**config.mk**
```make
export PLATFORM = sky130hd
export DESIGN_NAME = rbd_queue
export DESIGN_NICKNAME = d
export VERILOG_FILES = /design/src/rtl/rbd_pkg.sv /design/src/rtl/rbd_queue.sv
export SDC_FILE = /design/constraint.sdc
export NUM_CORES = 1
export LEC_CHECK = 0
export BUFFER_PORTS_ARGS = -buffer_cell sky130_fd_sc_hd__buf_2
export CORE_MARGIN = 10
export CORE_UTILIZATION = 50
export CTS_CLUSTER_DIAMETER = 200
export DETAILED_ROUTE_END_ITERATION = 8
export GPL_TIMING_DRIVEN = 1
export PLACE_DENSITY_LB_ADDON = 0.08
export REMOVE_ABC_BUFFERS = 1
export SLEW_MARGIN = 10
export SYNTH_ARGS = -nofsm -noshare
export SYNTH_HDL_FRONTEND = slang
export SYNTH_SLANG_ARGS = --single-unit
export TNS_END_PERCENT = 10
```
**constraint.sdc**
```tcl
create_clock -name i_clk -period 5.9 [get_ports i_clk]
set_clock_uncertainty 0.05 [all_clocks]
set_input_delay 0.59 -clock i_clk [delete_from_list [all_inputs] [get_ports i_clk]]
set_output_delay 0.59 -clock i_clk [all_outputs]
set_load 0.03 [all_outputs]
```
**src/rtl/rbd_pkg.sv**
```systemverilog
// Shared types and constants for the reversible byte deque.
// Holds opcodes, command kinds and the front-to-back command struct.
// No dependencies.
package rbd_pkg;

    localparam int OP_W     = 2;
    localparam int BYTE_W   = 8;
    localparam int POS_W    = 10;
    localparam int FILL_W   = 11;
    localparam int IN_TDATA_W  = 24;
    localparam int OUT_TDATA_W = 24;

    typedef enum logic [OP_W-1:0] {
        OP_PUSH_FRONT = 2'd0,
        OP_PUSH_BACK  = 2'd1,
        OP_REVERSE    = 2'd2,
        OP_READ       = 2'd3
    } t_op;

    typedef enum logic [1:0] {
        CMD_NONE  = 2'd0,
        CMD_WRITE = 2'd1,
        CMD_READ  = 2'd2
    } t_kind;

    // Everything the back end needs besides the ring address.
    typedef struct packed {
        t_kind               kind;
        logic [BYTE_W-1:0]   data;
        logic                status;
        logic [FILL_W-1:0]   fill;
    } t_cmd;

endpackage

```
**src/rtl/rbd_queue.sv**
```systemverilog
// Two-entry command queue between the deque front and back ends.
// Lets either side stall without stopping the other.
// Depends on rbd_pkg.
module rbd_queue #(
    parameter int AW = 10
) (
    input  logic          i_clk,
    input  logic          i_rst_n,
    input  logic          i_push,
    output logic          o_ready,
    input  rbd_pkg::t_cmd i_cmd,
    input  logic [AW-1:0] i_addr,
    output logic          o_valid,
    input  logic          i_pop,
    output rbd_pkg::t_cmd o_cmd,
    output logic [AW-1:0] o_addr
);
    import rbd_pkg::*;

    t_cmd          r_cmd  [2];
    logic [AW-1:0] r_addr [2];
    logic          r_wr_ptr;
    logic          r_rd_ptr;
    logic [1:0]    r_fill;
    logic          do_pop;

    assign o_ready = (r_fill != 2'd2);
    assign o_valid = (r_fill != 2'd0);
    assign o_cmd   = r_cmd[r_rd_ptr];
    assign o_addr  = r_addr[r_rd_ptr];
    assign do_pop  = i_pop && o_valid;

    always_ff @(posedge i_clk) begin
        if (i_push) begin
            r_cmd[r_wr_ptr]  <= i_cmd;
            r_addr[r_wr_ptr] <= i_addr;
        end
    end

    always_ff @(posedge i_clk) begin
        if (!i_rst_n) begin
            r_wr_ptr <= 1'b0;
            r_rd_ptr <= 1'b0;
            r_fill   <= 2'd0;
        end else begin
            if (i_push) begin
                r_wr_ptr <= ~r_wr_ptr;
            end
            if (do_pop) begin
                r_rd_ptr <= ~r_rd_ptr;
            end
            case ({i_push, do_pop})
                2'b10:   r_fill <= r_fill + 2'd1;
                2'b01:   r_fill <= r_fill - 2'd1;
                default: r_fill <= r_fill;
            endcase
        end
    end

endmodule

```
# Word-level counts from Yosys, hierarchy flattened
# Memory sizes are Yosys's and may differ from the RTL's. A register that Yosys moved wholly into a read port is not among the register bits.
# Index checks and enable logic that the tools add are counted.
dict set report word_totals {
  register_bits 4
  mem_bits_rw 64
  inputBits 36
  output_inout_bits 34
  word_cells 22
  memories 2
}
# name depth width read_ports rd_clocked_by_memory_dff write_ports line
set mem_list {}
lappend mem_list {r_cmd 2 22 1 1 1 rbd_queue.sv:20} ;# t_cmd r_cmd [2];
lappend mem_list {r_addr 2 10 1 1 1 rbd_queue.sv:21} ;# logic [AW-1:0] r_addr [2];
dict set report classes {
  add_sub_neg 2
  n_eq_ne 3
  mux 7
  bitwise 2
  reduce_logical 3
}
# cell n
set ops {}
lappend ops {{$mux W1} 6}
lappend ops {{$pmux W2 S2} 1}
lappend ops {{$reduce_bool A2 Y1} 2}
lappend ops {{$add A2 B1 Y2 const B} 1}
lappend ops {{$eq A2 B1 Y1 const B} 1}
lappend ops {{$eq A2 B2 Y1 const B} 1}
lappend ops {{$ne A2 B2 Y1 const B} 1}
lappend ops {{$not A1 Y1} 2}
lappend ops {{$sub A2 B1 Y2 const B} 1}
lappend ops {{$logic_and A1 B1 Y1} 1}

# Logic depth before layout (Yosys ltp)
dict set report depth {
  depth_word 4
  depth_mapped 5
  depth_no_buf 5
}

# Worst setup path after synthesis
# No wires, ideal clock.
dict set report synth_timing {
  path_kind {in2reg}
  start {input port i_push}
  end {memory r_addr[0][0] (enable)}
  setup_time_ps 423
  arrival_ps 2025
  t_required_ps 5427
  path_slack_ps 3402
  cell_stages 2
  n_path_buf 0
  path_cell_list {inv_1 > nor2_1}
}
dict set report synth_between {
  elab_chain_cells 2
}
# item line
set synth_lines {}
lappend synth_lines {{from (decl)} rbd_queue.sv:9} ;# input logic i_push,
lappend synth_lines {{$mux W1} rbd_queue.sv:34} ;# if (i_push) begin
lappend synth_lines {{$mux W1 (not written as such)} rbd_queue.sv:36} ;# r_addr[r_wr_ptr] <= i_addr;
lappend synth_lines {{to (decl)} rbd_queue.sv:21}
# Every way passes these cells.

==> flow_results.xml <==
<?xml version="1.0" encoding="UTF-8"?>
<metrics>
  <group name="status">
    <metric name="status" unit="">complete, no violations</metric>
  </group>
  <group name="sta">
    <metric name="finalMaxSlewViolations" unit="">0</metric>
    <metric name="min_period_over_period" unit="%">38.05</metric>
    <metric name="total_count_of_hold_check_failures_in_the_final_report" unit="">0</metric>
    <metric name="tightestPinTransition" unit="ns">0.9159</metric>
    <metric name="grt_setup_unrepaired" unit="">no</metric>
    <metric name="slew_headroom" unit="%">38.79</metric>
    <metric name="final.min_clock_period" unit="ns">2.245</metric>
    <metric name="fin_tns_setup" unit="ns">0</metric>
    <metric name="maxClockFrequency" unit="MHz">445.5</metric>
    <metric name="setup_violations" unit="">0</metric>
  </group>
  <group name="yosys">
    <metric name="postSynthAreaPerCell" unit="um^2">20.54</metric>
    <metric name="ys_top_cells_by_area" unit="">sky130_fd_sc_hd__edfxtp_1 76%, sky130_fd_sc_hd__mux2_1 14%, sky130_fd_sc_hd__dfxtp_1 4.0%</metric>
    <metric name="yosysUniqueCellTypes" unit="">18</metric>
    <metric name="synth_seq_cells" unit="">69</metric>
    <metric name="synth_top_area_cell" unit="">sky130_fd_sc_hd__edfxtp_1</metric>
    <metric name="netlist_instances" unit="">123</metric>
    <metric name="syn_area" unit="mm^2">0.002526</metric>
    <metric name="synth.top_cell.area_share" unit="%">76.08</metric>
    <metric name="yosysSeqAreaShare" unit="%">80.04</metric>
    <metric name="synth-warning-count" unit="">0</metric>
  </group>
  <group name="detailed_routing">
    <metric name="drt_pass1_iterations" unit="">3</metric>
    <metric name="routed_via_density" unit="">4.711</metric>
    <metric name="remaining_drc_errors" unit="">0</metric>
    <metric name="detailedRoute.firstIterationViolations" unit="">43</metric>
    <metric name="route.detailed.wl_per_inst" unit="um">16.51</metric>
    <metric name="route.antenna.remaining_nets" unit="">0</metric>
    <metric name="detail_route.wirelength" unit="um">4506</metric>
    <metric name="detailroute.via_count" unit="">1286</metric>
  </group>
  <group name="hold_path">
    <metric name="worst_hold_startpoint" unit="">i_addr[6]</metric>
    <metric name="min-delay-path-class" unit="">input pin to flip-flop</metric>
    <metric name="hold_end" unit="">r_addr[1][6]$_DFFE_PP_</metric>
    <metric name="min_delay_path_depth" unit="">1</metric>
  </group>
  <group name="clock_tree">
    <metric name="ctsHoldBuffers" unit="">0</metric>
    <metric name="cts.htree.levels" unit="">3</metric>
    <metric name="cts_made_buffers" unit="">9</metric>
    <metric name="cts_root_buf" unit="">sky130_fd_sc_hd__clkbuf_8</metric>
    <metric name="worstSkewPairLatency" unit="ns">0.32</metric>
    <metric name="postCtsResizedCells" unit="">0</metric>
    <metric name="clkSlewWorstSetupHoldPaths" unit="ns">0.06</metric>
    <metric name="cts_tree" unit="">built</metric>
    <metric name="ctsLongestPathBuffers" unit="">2</metric>
    <metric name="cts.repair_timing.setup_buffer_count" unit="">0</metric>
    <metric name="cts_sinks" unit="">69</metric>
  </group>
  <group name="power_and_ir_drop">
    <metric name="share_seq_of_total_power" unit="%">47.8</metric>
    <metric name="power_density" unit="mW/mm^2">394.0</metric>
    <metric name="power_switching_share" unit="%">31.43</metric>
    <metric name="peakVddDrop" unit="V">0.0002174</metric>
    <metric name="clock_power_share" unit="%">24.2</metric>
    <metric name="power.combinational.fraction" unit="%">28.0</metric>
    <metric name="cellInternalPower" unit="uW">840.4</metric>
    <metric name="p_leak" unit="nW">1.173</metric>
    <metric name="switching_power" unit="uW">385.1</metric>
  </group>
  <group name="place">
    <metric name="placed_wire_length_estimate_after_detailed_placement" unit="um">3182</metric>
    <metric name="port-buffer-count" unit="">69</metric>
    <metric name="detailed_place.area" unit="mm^2">0.002959</metric>
    <metric name="global_placement_routability_congestion" unit="">0.6538</metric>
  </group>
  <group name="die">
    <metric name="die_height" unit="um">91.08</metric>
    <metric name="floorplan.die.width" unit="um">91.08</metric>
    <metric name="pin_count" unit="">70</metric>
    <metric name="fp-row-count" unit="">25</metric>
    <metric name="core_region_area" unit="mm^2">0.004817</metric>
    <metric name="dieArea" unit="mm^2">0.008296</metric>
    <metric name="initial_utilization" unit="%">52.44</metric>
  </group>
  <group name="worst_setup_path">
    <metric name="endpoint_kind_of_the_worst_setup_timing_path" unit="">output pin</metric>
    <metric name="timing.reg2reg.worst_path_depth" unit="">2</metric>
    <metric name="crit-reg2reg-capture" unit="">r_addr[1][8]$_DFFE_PP_</metric>
    <metric name="worst-path-max-fanout" unit="">32</metric>
    <metric name="worstSetupPathType" unit="">flip-flop to output pin</metric>
    <metric name="required" unit="ns">5.26</metric>
    <metric name="critPathArrivalTime" unit="ns">1.60</metric>
    <metric name="critical_path.reg2reg.startpoint" unit="">r_wr_ptr$_SDFFE_PN0P_</metric>
    <metric name="worst_setup_slack_for_register_to_register_paths" unit="ns">4.15</metric>
    <metric name="launching_element_type_of_the_critical_path" unit="">flip-flop</metric>
  </group>
  <group name="global_route">
    <metric name="maximum_number_of_pins_on_one_net_before_global_route_repair" unit="">34</metric>
    <metric name="via_count_of_the_first_global_routing_pass" unit="">1483</metric>
    <metric name="number_of_antenna_violations_at_the_first_check_in_global_routing" unit="">0</metric>
    <metric name="wire_length_of_the_first_global_routing_pass" unit="um">7203</metric>
    <metric name="gr-usage-all-layers" unit="%">11.28</metric>
    <metric name="grt.overflow.total" unit="">0</metric>
  </group>
  <group name="layout">
    <metric name="area_delta_synth_final" unit="%">23.13</metric>
    <metric name="mostFrequentLayoutCells" unit="">69 x sky130_fd_sc_hd__buf_2, 64 x sky130_fd_sc_hd__edfxtp_1, 32 x sky130_fd_sc_hd__mux2_1, 9 x sky130_fd_sc_hd__clkbuf_8, 5 x sky130_fd_sc_hd__dfxtp_1</metric>
    <metric name="diodes" unit="">0</metric>
    <metric name="drive_above_1_share" unit="%">40.29</metric>
    <metric name="design.final.nets" unit="">238</metric>
    <metric name="final_area" unit="mm^2">0.003110</metric>
    <metric name="mostFrequentLayoutCell" unit="">sky130_fd_sc_hd__buf_2</metric>
  </group>
  <group name="run">
    <metric name="drv_cap" unit="">0</metric>
  </group>
</metrics>
how the worst max path moves through the flow:
stage | startpoint | to | slack (ns) | cells past startpoint
floorplan | i_push | r_addr[0][0]$_DFFE_PP_ | 3.40 | 2
global placement | i_push | r_addr[1][8]$_DFFE_PP_ | 3.87 | 3
detailed placement | i_push | r_cmd[1][13]$_DFFE_PP_ | 3.80 | 3
CTS | flip-flop | o_cmd[15] | 3.62 | 3
global route | flip-flop | o_addr[3] | 3.56 | 3
finish | flip-flop | o_cmd[15] | 3.66 | 3
logic make-up (layout without fill, tap and decap cells):
kind of cell | count (synthesis) | after routing | synth area share (%)
buf+inv | 5 | 88 | 0.8911
flops | 69 | 69 | 80.04
fa+ha+maj | 1 | 1 | 0.4952
compound gates | 4 | 4 | 1.139
simple gates | 9 | 9 | 2.130
mux | 32 | 32 | 14.26
xor+xnor | 3 | 3 | 1.040
per-stage QoR:
step / hold slack [ns] / power [mW] / util [%] / std cells / setup WS (ns)
2_1_floorplan: 0.4284 / 0.8424 / - / 119 / 3.402
3_3_place_gp: 0.4376 / 0.9372 / 61.43 / 257 / 3.868
3_5_place_dp: 0.4790 / 0.9449 / 61.43 / 257 / 3.801
4_1_cts: 0.3852 / 1.245 / 64.57 / 273 / 3.625
5_1_grt: 0.3846 / 1.290 / 64.57 / 273 / 3.564
6_report: 0.4057 / 1.226 / 64.57 / 273 / 3.655
power groups by stage:
| stage | registers, mW | logic, mW | clock network [mW] |
|---|---|---|---|
| 2_1_floorplan | 0.615 | 0.228 | 0 |
| 3_3_place_gp | 0.594 | 0.344 | 0 |
| 3_5_place_dp | 0.596 | 0.349 | 0 |
| 4_1_cts | 0.585 | 0.351 | 0.309 |
| 5_1_grt | 0.588 | 0.369 | 0.332 |
| 6_report | 0.585 | 0.343 | 0.297 |
flip-flops by register name (all words and copies together), names as in the netlist, named ones only:
register,count
r_cmd,44
r_addr,20
r_fill,2
r_rd_ptr,1
r_wr_ptr,1
final cells by class:
| type | instances | area, um^2 |
|---|---|---|
| clock buffer | 13 | 138.9 |
| clock inverter | 3 | 12.51 |
| fill | 360 | 1707 |
| sequential | 69 | 2022 |
| inverter | 1 | 3.754 |
| timing repair buffer | 71 | 360.3 |
| multi-input combinational | 49 | 489.2 |
| tap | 67 | 83.83 |
cell usage after synthesis (all sizes together):
cell    instances
a21boi          1
and2            2
buf             3
clkbuf          1
dfxtp           5
edfxtp         64
ha              1
inv             1
mux2           32
nand2b          1
nor2            1
nor2b           3
o21a            2
o21ai           1
or2             1
or3             1
xnor2           3
per-layer routing:
| layer | global-route usage, % | routed length (um) |
|---|---|---|
| met1 | 12.13 | 1935 |
| met2 | 18.26 | 2207 |
| met3 | 4.774 | 282 |
| met4 | 6.658 | 80 |
| met5 | 0 | 0 |
worst max-delay path, cell delays in order, from the launching register on:
cell                      delay, ns
sky130_fd_sc_hd__dfxtp_1       0.31
sky130_fd_sc_hd__buf_4         0.38
sky130_fd_sc_hd__mux2_1        0.40
sky130_fd_sc_hd__buf_2         0.19
Note: power is estimated with default switching activity, not from simulation.
