## config.mk

```make
export PLATFORM = sky130hd
export DESIGN_NAME = rbd_front
export DESIGN_NICKNAME = d
export VERILOG_FILES = /design/src/rtl/rbd_pkg.sv /design/src/rtl/rbd_front.sv
export SDC_FILE = /design/constraint.sdc
export NUM_CORES = 1
export LEC_CHECK = 0
export BUFFER_PORTS_ARGS = -buffer_cell sky130_fd_sc_hd__buf_2
export CAP_MARGIN = 20
export CORE_AREA = 2 2 87 89
export CTS_BUF_LIST = sky130_fd_sc_hd__clkbuf_2 sky130_fd_sc_hd__clkbuf_4 sky130_fd_sc_hd__clkbuf_8
export CTS_CLUSTER_DIAMETER = 80
export DETAILED_ROUTE_END_ITERATION = 10
export DIE_AREA = 0 0 89 91
export GPL_ROUTABILITY_DRIVEN = 0
export GPL_TIMING_DRIVEN = 1
export PLACE_DENSITY = 0.66
export SYNTH_ARGS = -nofsm -noshare
export SYNTH_HDL_FRONTEND = slang
export SYNTH_SLANG_ARGS = --single-unit
```

## constraint.sdc

```tcl
create_clock -name i_clk -period 4.6 [get_ports i_clk]
set_input_delay 0.23 -clock i_clk [delete_from_list [all_inputs] [get_ports i_clk]]
set_output_delay 0.23 -clock i_clk [all_outputs]
set_load 0.1 [all_outputs]
```

## src/rtl/rbd_pkg.sv

```systemverilog
// Shared types and constants for the reversible byte deque.
// Holds opcodes, command kinds and the front-to-back command struct.
// No dependencies.
package rbd_pkg;

    localparam int OP_W     = 2;
    localparam int BYTE_W   = 8;
    localparam int POS_W    = 10;
    localparam int FILL_W   = 11;
    localparam int IN_TDATA_W  = 24;
    localparam int OUT_TDATA_W = 24;

    typedef enum logic [OP_W-1:0] {
        OP_PUSH_FRONT = 2'd0,
        OP_PUSH_BACK  = 2'd1,
        OP_REVERSE    = 2'd2,
        OP_READ       = 2'd3
    } t_op;

    typedef enum logic [1:0] {
        CMD_NONE  = 2'd0,
        CMD_WRITE = 2'd1,
        CMD_READ  = 2'd2
    } t_kind;

    // Everything the back end needs besides the ring address.
    typedef struct packed {
        t_kind               kind;
        logic [BYTE_W-1:0]   data;
        logic                status;
        logic [FILL_W-1:0]   fill;
    } t_cmd;

endpackage

```

## src/rtl/rbd_front.sv

```systemverilog
// Front end of the deque: accepts items, keeps head, count and reverse flag,
// and turns each item into a ring command with its result fields.
// Depends on rbd_pkg.
module rbd_front #(
    parameter int CAPACITY = 1024,
    parameter int AW       = $clog2(CAPACITY)
) (
    input  logic                       i_clk,
    input  logic                       i_rst_n,
    input  logic                       i_valid,
    output logic                       o_ready,
    input  logic [rbd_pkg::OP_W-1:0]   i_opcode,
    input  logic [rbd_pkg::BYTE_W-1:0] i_byte_in,
    input  logic [rbd_pkg::POS_W-1:0]  i_position,
    output logic                       o_cmd_valid,
    input  logic                       i_cmd_ready,
    output rbd_pkg::t_cmd              o_cmd,
    output logic [AW-1:0]              o_cmd_addr
);
    import rbd_pkg::*;

    localparam int CW = $clog2(CAPACITY + 1);
    localparam int SW = AW + 1;
    localparam int XW = (CW > POS_W) ? CW : POS_W;
    localparam logic [SW-1:0] CAP_S   = SW'(CAPACITY);
    localparam logic [CW-1:0] CAP_C   = CW'(CAPACITY);
    localparam logic [AW-1:0] LAST_A  = AW'(CAPACITY - 1);

    logic [AW-1:0] r_head, n_head;
    logic [CW-1:0] r_count, n_count;
    logic          r_rev, n_rev;

    logic          acc;
    logic          full;
    logic          to_front;
    logic [AW-1:0] head_dec;
    logic [SW-1:0] back_sum;
    logic [SW-1:0] rd_sum;
    logic [SW-1:0] offset_s;
    logic [XW-1:0] pos_x;
    logic [XW-1:0] cnt_x;
    logic [XW-1:0] offset_x;
    logic          oor;
    t_op           op;

    assign o_ready     = i_cmd_ready;
    assign acc         = i_valid && i_cmd_ready;
    assign o_cmd_valid = acc;
    assign op          = t_op'(i_opcode);

    assign full     = (r_count == CAP_C);
    assign to_front = (op == OP_PUSH_FRONT) ^ r_rev;
    assign head_dec = (r_head == '0) ? LAST_A : (r_head - AW'(1));

    // Back slot: head + count, wrapped once.
    always_comb begin
        back_sum = SW'(r_head) + SW'(r_count);
        if (back_sum >= CAP_S) begin
            back_sum = back_sum - CAP_S;
        end
    end

    assign pos_x    = XW'(i_position);
    assign cnt_x    = XW'(r_count);
    assign oor      = (pos_x >= cnt_x);
    assign offset_x = r_rev ? (cnt_x - XW'(1) - pos_x) : pos_x;
    assign offset_s = SW'(offset_x);

    always_comb begin
        rd_sum = SW'(r_head) + offset_s;
        if (rd_sum >= CAP_S) begin
            rd_sum = rd_sum - CAP_S;
        end
    end

    always_comb begin
        n_head       = r_head;
        n_count      = r_count;
        n_rev        = r_rev;
        o_cmd.kind   = CMD_NONE;
        o_cmd.data   = i_byte_in;
        o_cmd.status = 1'b0;
        o_cmd_addr   = AW'(back_sum);
        unique case (op)
            OP_PUSH_FRONT, OP_PUSH_BACK: begin
                if (full) begin
                    o_cmd.status = 1'b1;
                end else begin
                    o_cmd.kind = CMD_WRITE;
                    n_count    = r_count + CW'(1);
                    if (to_front) begin
                        n_head     = head_dec;
                        o_cmd_addr = head_dec;
                    end
                end
            end
            OP_REVERSE: begin
                n_rev = ~r_rev;
            end
            OP_READ: begin
                o_cmd_addr = AW'(rd_sum);
                if (oor) begin
                    o_cmd.status = 1'b1;
                end else begin
                    o_cmd.kind = CMD_READ;
                end
            end
            default: begin
                o_cmd.kind = CMD_NONE;
            end
        endcase
        o_cmd.fill = FILL_W'(n_count);
    end

    always_ff @(posedge i_clk) begin
        if (!i_rst_n) begin
            r_head  <= '0;
            r_count <= '0;
            r_rev   <= 1'b0;
        end else if (acc) begin
            r_head  <= n_head;
            r_count <= n_count;
            r_rev   <= n_rev;
        end
    end

endmodule

```

* Word level (Yosys, flattened, before mapping)
Cells that the tools add are included.
** Word-level totals
- Input port bits :: 24
- Output and inout bits :: 34
- Flip-flop bits (word level) :: 22
** Operators by class
- Muxes and demuxes :: 15
- Add/sub/neg operators :: 8
- Eq/ne operators :: 4
- Bitwise operators :: 3
- Reductions and logical operators :: 6
- $lt $le $gt $ge :: 3
** Operator list (count)
- $mux 10 :: 5
- $mux 11 :: 3
- $sub 10x1->10 const B :: 3
- $add 10x11->11 :: 2
- $ge 11x11->1 const B :: 2
- $pmux 10 s2 :: 1
- $add 11x1->11 const B :: 1
- $eq 11x11->1 const B :: 1
- $ge 10x11->1 :: 1
- $sub 11x1->11 const B :: 1
- $sub 11x10->11 :: 1
- $logic_not 10->1 :: 1
- $eq 2x2->1 const B :: 2
- $pmux 2 s2 :: 1
- $reduce_and 4->1 :: 1
- $mux 1 :: 3
- $eq 2x1->1 const B :: 1
- $logic_not 2->1 :: 1
- $mux 2 :: 1
- $not 1->1 :: 2
- $pmux 1 s2 :: 1
- $reduce_and 2->1 :: 1
- $reduce_or 2->1 :: 1
- $logic_and 1x1->1 :: 1
- $xor 1x1->1 :: 1

* Depth between registers and ports, before layout
- Word-level depth :: 7
- Gate-level depth with buffers :: 16

* Worst setup path before layout
No wires, ideal clock.
- Path kind :: register -> output
- From :: reg r_rev
- To :: out o_cmd_addr[4]
- Arrival :: 3.840 ns
- Path buffers :: 3
- Slack :: 0.530 ns
- Stages on the path, launching flop included :: 16
- Path through :: dfxtp_1 -> clkbuf_1 -> clkbuf_1 -> clkbuf_1 -> nand2_1 -> o21ai_0 -> ha_1 -> inv_1 -> fa_1 -> nor2b_1 -> o21ai_1 -> nand2_1 -> nor2_1 -> o21ai_0 -> o22ai_1 -> a21oi_1
** On the way
- Longest elaborated chain between the ends :: 5
** Ends and longest elaborated chain
- start: declaration :: line rbd_front.sv:31 : logic r_rev, n_rev;
- start signal: assignment :: line rbd_front.sv:123 : r_rev <= n_rev;
- $mux 11 :: line rbd_front.sv:66 : assign offset_x = r_rev ? (cnt_x - XW'(1) - pos_x) : pos_x;
- $add 10x11->11 :: line rbd_front.sv:70 : rd_sum = SW'(r_head) + offset_s;
- $sub 10x1->10 / $ge 11x11->1 (equally long branches) :: line rbd_front.sv:72, rbd_front.sv:71
- $mux 10 :: line rbd_front.sv:71 : if (rd_sum >= CAP_S) begin
- $pmux 10 s2 (*) :: line rbd_front.sv:84 : unique case (op)
- end: declaration :: line rbd_front.sv:18 : output logic [AW-1:0] o_cmd_addr
Mark *: on every way between the ends. The rest lies on a longest branch, timed or not.

* Worst setup path in the final report
- From :: reg r_count[0], in the netlist cnt_x[0]
- To :: out o_cmd_addr[9]
** On the way
- Longest elaborated chain between the ends :: 7
** Ends and longest elaborated chain
- start: declaration :: line rbd_front.sv:30 : logic [CW-1:0] r_count, n_count;
- start signal: assignment :: line rbd_front.sv:122 : r_count <= n_count;
- $sub 11x1->11 :: line rbd_front.sv:66
- $sub 11x10->11 :: line rbd_front.sv:66
- $mux 11 :: line rbd_front.sv:66
- $add 10x11->11 :: line rbd_front.sv:70
- $sub 10x1->10 / $ge 11x11->1 (equally long branches) :: line rbd_front.sv:72, rbd_front.sv:71
- $mux 10 :: line rbd_front.sv:71
- $pmux 10 s2 (*) :: line rbd_front.sv:84
Marks and branches as above.

==> results.cfg <==
[timing]
finalSetupViolations = 0
relSlewSlack_pct = 58.9
whs_ns = 0.402
rsz0062_at_grt = no
fin_skew_ns = 0.00425
timing.fmax_mhz = 241
hold_violations = 0
fin_crit_ns = 4.15
maxSlewViolCount = 0
tightest_slew_ns = 0.617
tns_ns = 0
fin_crit_sh_pct = 90.1

[routing]
m1WireLength_mm = 3.90
wirelength_mm = 8.34
antenna_left = 0
wl_met2_mm = 3.79
vias = 2984
wl_per_cell_um = 15.6
dr.max_layer_used = met4
vias_per_cell = 5.59
drc = 0
wl_met3_um = 482
drt_iter0_markers = 194
first_pass_iters = 4

[yosys]
synth_edf_count = 0
synth_seq_area_share_pct = 13.9
async_flop_share_pct = 0
synth_area_per_cell_um2 = 7.66
syn-num-nets = 483
synthCells = 414
syn_area_um2 = 3170
synth_cell_types = 60
yosysWarnings = 0
ys.flop_type = dfxtp_1
synth_seq_cells = 22

[floorplan]
dieArea_um2 = 8100
die_y_um = 91
die_w_um = 89
initial_utilization_pct = 44.4
core_area_um2 = 7140
rows = 31
ioPinCount = 58

[power_and_ir_drop]
p_leak_nw = 1.63
intPower_mw = 0.401
p_switching_mw = 0.330
swShare_pct = 45.1
power_density_nw_per_um2 = 213
peakVddDrop_v = 0.000123
clkPwrFrac_pct = 26.0
pwr-share-seq_pct = 28.1
pwr-share-comb_pct = 45.8

[clocking]
cts_tree = done
clk_latency_ns = 0.27
clockBufferDepth = 2
cts-resized-gates = 0
cts_setup_buffers = 0
path_clk_slew_ns = 0.09
hold_buffers = 0
clock_sinks = 22
cts_root_buffer = clkbuf_8
h-tree-depth = 1
numCtsBuffers = 3

[grt]
grt_pass1_vias = 2736
grt_pass1_wl_mm = 13.6
grtUsageTotal_pct = 21.1
antenna_found_initial = 0
grt_max_degree = 23
grt-ovfl-total = 0

[placed_design]
post_dp_cell_area_um2 = 3360
portBuffers = 41
dp_hpwl_mm = 6.60

[critical_path]
arrival_ns = 3.92
reg2reg_depth = 8
path_max_fanout = 7
cp.required_ns = 4.37
path_class = reg2out
endpoint_kind = output pin
cp-start-kind = flop

[outcome]
status = complete, no violations

[layout]
multiInputGateArea_um2 = 2460
final_cell_area_um2 = 3440
nets = 505
syn_to_final_growth_pct = 8.41
antenna_cells = 0
fill_cells = 760
regArea_um2 = 440
drive_gt1_share_pct = 14.9

[job]
max_cap_viol_count = 0

[hold_path]
hp-class = in2reg
holdPathStages = 2
==> layout by cell type (no fill, tap or decap), types with 2 or more instances in the layout <==
master | Yosys | layout
nand4_1 | 4 | 4
ha_1 | 42 | 42
buf_2 | 5 | 41
buf_4 | 10 | 2
nand3_1 | 14 | 14
nor4_2 | 2 | 2
xnor2_1 | 38 | 38
dfxtp_1 | 22 | 22
a21boi_0 | 2 | 2
xor2_1 | 11 | 11
o21a_1 | 3 | 3
nor2b_1 | 7 | 7
a21boi_1 | 6 | 6
nor2_2 | 3 | 3
and2_1 | 11 | 11
nor2_1 | 29 | 29
nor4_1 | 2 | 2
o211a_1 | 3 | 3
a21oi_1 | 31 | 31
a21o_1 | 11 | 11
a31oi_1 | 3 | 3
a211o_1 | 4 | 4
a221o_1 | 4 | 4
inv_1 | 32 | 32
or3_1 | 7 | 7
clkbuf_8 | 0 | 3
nand2_1 | 28 | 28
o211ai_1 | 2 | 2
o22ai_1 | 5 | 5
o21ai_0 | 25 | 25
nor3_1 | 6 | 6
fa_1 | 3 | 3
nand2b_1 | 2 | 2
==> per-layer routing <==
layer  up-vias  GRT usage, %
met3        15          2.45
met2        99          33.5
met1      1383          30.2
li1       1487             -
met4         0          5.47
met5         -             0
==> power groups by stage <==
stage                     combinational [mW]  sequential, mW  clock [mW]
after floorplan                        0.315           0.206           0
after global placement                 0.330           0.209           0
after detailed placement               0.332           0.210           0
after CTS                              0.334           0.205       0.196
after global routing                   0.360           0.206       0.204
final                                  0.335           0.205       0.190
==> logic make-up (layout without fill, tap and decap cells) <==
family	count (synthesis)	after routing	share of synthesized area [%]
xor gates and xnor gates	49	49	13.5
adders and majority gates	45	45	18.5
AOI/OAI and AO/OA	115	115	25.0
DFF	22	22	13.9
buffers and inverters	58	79	8.49
and+or+nand+nor	124	124	20.3
muxes	1	1	0.355
==> flip-flops by register name (all words and copies together) (netlist names) <==
register,count
r_head,10
cnt_x,11
r_rev,1
==> final cells by class <==
cell class	instances	share of cell area (%)
Multi-Input combinational cell	334	71.6
Sequential cell	22	12.8
Timing Repair Buffer	43	6.41
Tap cell	99	3.61
Inverter	32	3.50
Clock buffer	3	1.20
Clock inverter	1	0.874
==> cells in the mapped netlist, types with 2 or more instances <==
| cell type | count | share of area, % |
|---|---|---|
| a21boi_0 | 2 | 0.47 |
| nor2b_1 | 7 | 1.4 |
| ha_1 | 42 | 17 |
| o211a_1 | 3 | 0.95 |
| nand2b_1 | 2 | 0.39 |
| a21o_1 | 11 | 2.6 |
| xor2_1 | 11 | 3.0 |
| nor2_1 | 29 | 3.4 |
| inv_1 | 32 | 3.8 |
| nor3_1 | 6 | 0.95 |
| o21ai_0 | 25 | 3.9 |
| nor4_2 | 2 | 0.79 |
| o211ai_1 | 2 | 0.47 |
| or3_1 | 7 | 1.4 |
| a21boi_1 | 6 | 1.4 |
| buf_4 | 10 | 2.4 |
| nand4_1 | 4 | 0.79 |
| nand2_1 | 28 | 3.3 |
| a211o_1 | 4 | 1.1 |
| o22ai_1 | 5 | 0.99 |
| dfxtp_1 | 22 | 14 |
| fa_1 | 3 | 1.9 |
| a31oi_1 | 3 | 0.59 |
| and2_1 | 11 | 2.2 |
| xnor2_1 | 38 | 11 |
| nor2_2 | 3 | 0.59 |
| a221o_1 | 4 | 1.3 |
| o21a_1 | 3 | 0.71 |
| nand3_1 | 14 | 2.2 |
| buf_2 | 5 | 0.79 |
| nor4_1 | 2 | 0.39 |
| clkbuf_1 | 10 | 1.2 |
| a21oi_1 | 31 | 4.9 |
==> critical path, cell delays in order, from the launching register on <==
cell and delay, ns:
dfxtp_1 0.41, ha_1 0.25, fa_1 0.40, a21o_1 0.19
a21o_1 0.18, nand2_1 0.10, nand2_1 0.06, a21oi_1 0.17
xnor2_1 0.07, mux2_2 0.29, ha_1 0.33, a21oi_1 0.16
o21a_1 0.16, o21ai_0 0.11, xnor2_1 0.16, a221o_1 0.16
buf_2 0.42
==> path summary, 6_finish.rpt <==
| check | slack [ns] | to | start |
|---|---|---|---|
| worst min register to register | 0.60 | r_head[7]$_SDFFE_PN0P_ | r_head[7]$_SDFFE_PN0P_ |
| worst max-delay path | 0.45 | o_cmd_addr[9] | cnt_x[0]$_SDFFE_PN0P_ |
| worst max register to register | 2.00 | r_head[5]$_SDFFE_PN0P_ | cnt_x[1]$_SDFFE_PN0P_ |
| worst min-delay path | 0.40 | r_head[0]$_SDFFE_PN0P_ | i_rst_n |
==> metrics by stage <==
step	utilization, %	setup slack [ns]	total power, mW	cells
6_report	48.1	0.453	0.731	534
5_1_grt	48.1	0.225	0.771	534
4_1_cts	48.1	0.455	0.736	534
3_5_place_dp	47.1	0.737	0.542	530
3_3_place_gp	47.1	0.848	0.540	530
2_1_floorplan	-	0.530	0.521	414
Power figures use the tool's default switching activity.
